===== src/sv/svpwm_queue.sv =====
// Short queue that decouples the front end from the arithmetic back end.
`default_nettype none

module svpwm_queue #(
	parameter int W     = 45,
	parameter int DEPTH = 4
) (
	input  wire logic         clk,
	input  wire logic         arst_n,
	input  wire logic         push,
	input  wire logic [W-1:0] push_data,
	output logic              afull,
	output logic              head_valid,
	output logic [W-1:0]      head_data
);
	localparam int PW = (DEPTH > 1) ? $clog2(DEPTH) : 1;
	localparam int CW = $clog2(DEPTH + 1);

	logic [W-1:0]  mem_q [DEPTH];
	logic [PW-1:0] wr_ptr_q;
	logic [PW-1:0] rd_ptr_q;
	logic [CW-1:0] count_q;
	logic          pop;

	// The back end never stalls, so the head is taken whenever it exists.
	assign head_valid = (count_q != '0);
	assign pop        = head_valid;
	assign head_data  = mem_q[rd_ptr_q];
	assign afull      = (count_q >= CW'(DEPTH - 1));

	// Storage needs no reset.
	always_ff @(posedge clk) begin
		if (push) begin
			mem_q[wr_ptr_q] <= push_data;
		end
	end

	// Pointers and fill count.
	always_ff @(posedge clk or negedge arst_n) begin
		if (!arst_n) begin
			wr_ptr_q <= '0;
			rd_ptr_q <= '0;
			count_q  <= '0;
		end else begin
			if (push) begin
				wr_ptr_q <= (wr_ptr_q == PW'(DEPTH - 1)) ? '0 : wr_ptr_q + 1'b1;
			end
			if (pop) begin
				rd_ptr_q <= (rd_ptr_q == PW'(DEPTH - 1)) ? '0 : rd_ptr_q + 1'b1;
			end
			if (push && !pop) begin
				count_q <= count_q + 1'b1;
			end else if (!push && pop) begin
				count_q <= count_q - 1'b1;
			end
		end
	end

endmodule

`default_nettype wire


===== config.mk =====
export PLATFORM = sky130hd
export DESIGN_NAME = svpwm_queue
export DESIGN_NICKNAME = d
export VERILOG_FILES = /design/src/sv/svpwm_queue.sv
export SDC_FILE = /design/constraint.sdc
export NUM_CORES = 1
export LEC_CHECK = 0
export ABC_AREA = 1
export BUFFER_PORTS_ARGS = -buffer_cell sky130_fd_sc_hd__buf_2
export CORE_MARGIN = 2
export CORE_UTILIZATION = 60
export CTS_BUF_LIST = sky130_fd_sc_hd__clkbuf_8
export DETAILED_ROUTE_END_ITERATION = 8
export PLACE_DENSITY = 0.82
export SYNTH_ARGS = -nofsm -noshare
export SYNTH_HDL_FRONTEND = slang
export SYNTH_SLANG_ARGS = --single-unit

===== constraint.sdc =====
create_clock -name clk -period 2.5 [get_ports clk]
set_input_delay 0.25 -clock clk [delete_from_list [all_inputs] [get_ports clk]]
set_output_delay 0.25 -clock clk [all_outputs]
set_load 0.02 [all_outputs]

==> flow_summary.yaml <==
critical_path:
  timing.critical_path.required_ns: 2.25
  worst_setup_path_start_kind: "flop"
  critical_path_class: "flop to output port"
  sort_of_element_at_the_end_of_the_critical_path: "output port"
  cp_data_arrival_time_ns: 2.05
  path_max_fanout: 35
  r2r_setup_slack_ns: 0.77
  critPathLaunch: "rd_ptr_q[1]"
  r2r.worst_path.cells: 5
  critPathCapture: "head_data[6]"
  r2r-end: "mem_q[1][30]"
  critical_r2r_launch: "wr_ptr_q[1]"
drt:
  totalWireLength_mm: 14.9
  viasPerCell: 5.76
  count_of_routing_violations_after_the_opening_detailed_route_iteration: 414
  drc: 0
  route.antenna.remaining_nets: 0
  routed_wire_length_per_instance_um: 18.9
  drt_pass1_iterations: 5
  dr_total_vias: 4535
placement:
  finalWeightedCongestion: 0.732
  dpl.hpwl_mm: 8.45
  dp.cells: 712
  detailed_place.area_um2: 7880
  io_buffer_count: 94
die:
  floorplan.initialDensity_pct: 61.3
  die_height_um: 115
  fp-row-count: 40
  floorplan.core_area_um2: 12000
  dieWidth_um: 115
  die_area_um2: 13100
  ios: 95
layout:
  nNetsFinal: 683
  layoutNonFillerInstCount: 788
  fin_area_um2: 8700
  share_of_post_route_cells_with_drive_strength_above_1_pct: 28.4
  area_growth_syn_to_layout_pct: 18.6
  antenna_cells_inserted: 0
clock_tree:
  tritoncts: "built"
  tritoncts.num_buffers: 17
  clock_transition_at_the_registers_of_the_reported_paths_ns: 0.08
  clk_path_buf_depth: 2
  worst_skew_pair.late_latency_ns: 0.46
  post_cts.resized_instances: 0
  clock_tree.root_cell: "sky130_fd_sc_hd__clkbuf_8"
  htree_levels: 4
  cts_num_sinks: 187
synthesis:
  synthXorXnorAreaFrac_pct: 0.119
  post_synth_inst_count: 490
  netlist_top_cells_area: "sky130_fd_sc_hd__edfxtp_1 (74%), sky130_fd_sc_hd__nor2_1 (4.0%), sky130_fd_sc_hd__o21ai_0 (3.1%)"
  syn-mean-instance-area_um2: 15.0
  synthFlopType: "sky130_fd_sc_hd__edfxtp_1"
  synth-compound-area-share_pct: 12.4
  ys_seq_area_share_pct: 76.1
  adder_cell_share_of_the_synthesized_area_pct: 1.02
  post-synth-top-area-cell: "sky130_fd_sc_hd__edfxtp_1"
  synth-seq-cells: 187
  synth.distinct_cells: 21
  yosys-mux-area-fraction_pct: 0
  postSynthNetCount: 544
  synth_enable_flop_cells: 180
  synth_top_area_share_pct: 73.7
  synthSimpleGateAreaFrac_pct: 6.40
  async_flop_share_pct: 3.74
  synth_top_family_by_area: "compound AO/OA/AOI/OAI gates"
  synth_warnings: 0
  syn-cell-area_um2: 7330
global_route:
  antenna_found_initial: 0
  globalRouteTotalUtil_pct: 23.8
  grt_first_pass_wirelength_mm: 23.0
  grt_pass1_vias: 4731
  grt_remaining_overflow: 0
  grt_start_max_net_pins: 93
sta:
  grt_setup_unrepaired: "false"
  fin_crit_sh_pct: 91.9
  timing.final.hold_violations: 0
  min_period_ns: 2.30
  timing.final.setup_violations: 0
  achievable-frequency_mhz: 435
  finalClockSkew_ns: 0.00863
  max_slew_margin_pct: 58.6
  fin_setup_tns_ns: 0
  tightest_slew_ns: 0.620
  worst_hold_slack_ns: 0.0483
  slew_violations: 0
run_status:
  outcome: "finished, final reports clean"
power_and_ir_drop:
  power_density_nw_per_um2: 1170
  p_leak_nw: 3.12
  vdd_ir_drop_max_mv: 0.886
flow_run:
  max_cap_check_violation_count: 0
worst_hold_path:
  min_path_type: "input pin to flop"
how the worst min path moves through the flow:
stage / from / to / cells after the start / slack, ns
2_1_floorplan: arst_n / count_q[0] / 0 / -0.05
3_3_place_gp: arst_n / count_q[2] / 1 / 0.10
3_5_place_dp: arst_n / count_q[2] / 1 / 0.11
5_1_grt: push_data[38] / mem_q[0][38] / 1 / 0.02
4_1_cts: push_data[38] / mem_q[3][38] / 1 / 0.003
6_report: push_data[38] / mem_q[2][38] / 1 / 0.05
where the power goes:
part | switching, mW | total [mW] | internal, mW
Combinational | 2.78 | 4.04 | 1.26
Clock | 1.00 | 1.87 | 0.867
Sequential | 0.201 | 4.23 | 4.02
Total | 3.99 | 10.1 | 6.15
final cells by class:
type                       instances  area, um^2
sequential                       187        5580
inverter                          14        65.1
timing repair buffer             148        1040
clock inverter                    14         131
clock buffer                      17         234
fill                             752        3260
multi-input combinational        261        1460
tap                              147         184
per-stage QoR:
stage	power, mW	util (%)	setup slack (ns)
2_1_floorplan	7.21	-	0.558
3_5_place_dp	8.27	65.9	0.695
4_1_cts	10.2	72.7	0.165
5_1_grt	10.7	72.7	0.107
3_3_place_gp	8.12	65.9	0.774
6_report	10.1	72.7	0.203
cell usage in the layout, fill, tap and decap left out, drive strengths merged:
master and count:
ha 6, nand2 16, buf 103, edfxtp 180, clkbuf 17, dlygate4sd3 45, bufinv 2, o21ai 96
nand4 2, o22ai 45, dfrtp 7, nand3 2, clkinv 8, inv 16, nor2 93, clkinvlp 2
xnor2 1
worst max-delay path, stage by stage, from the launching register on:
cell                      delay (ns)
sky130_fd_sc_hd__dfrtp_2        0.52
sky130_fd_sc_hd__buf_4          0.43
sky130_fd_sc_hd__o21ai_0        0.16
sky130_fd_sc_hd__o22ai_1        0.27
sky130_fd_sc_hd__buf_2          0.22
Yosys cell counts, types with 7 or more instances:
library cell	count
sky130_fd_sc_hd__buf_6	12
sky130_fd_sc_hd__nor2_2	15
sky130_fd_sc_hd__dfrtp_1	7
sky130_fd_sc_hd__o21ai_1	37
sky130_fd_sc_hd__edfxtp_1	180
sky130_fd_sc_hd__nand2_1	16
sky130_fd_sc_hd__o21ai_2	14
sky130_fd_sc_hd__inv_1	12
sky130_fd_sc_hd__o22ai_1	30
sky130_fd_sc_hd__buf_2	11
sky130_fd_sc_hd__o21ai_0	45
sky130_fd_sc_hd__o22ai_2	15
sky130_fd_sc_hd__nor2_1	78
sequential cells by signal, summed over array words and instances (netlist names):
signal and flops:
count_q 3, mem_q 180, wr_ptr_q 2, rd_ptr_q 2
per-layer routing:
metal / track usage [%] / vias to the layer above / wire length, um / part of all wire, %
li1: - / 2104 / - / -
met1: 27.4 / 2205 / 5800 / 39
met2: 41.1 / 188 / 7800 / 52
met3: 5.98 / 38 / 952 / 6.4
met4: 12.5 / 0 / 372 / 2.5
met5: 0 / - / 0 / 0
what timing repair did:
item,CTS,global route
hold buffers,45,0
setup buffers,0,0
hold endpoints to repair,183,0
cells by family after synthesis:
family                   after synthesis
XOR/XNOR                               1
flip-flops                           187
AO/OA/AOI/OAI                        141
adder cells (fa/ha/maj)                6
buffers and inverters                 42
AND/OR/NAND/NOR                      113
(Power assumes the default switching activity.)
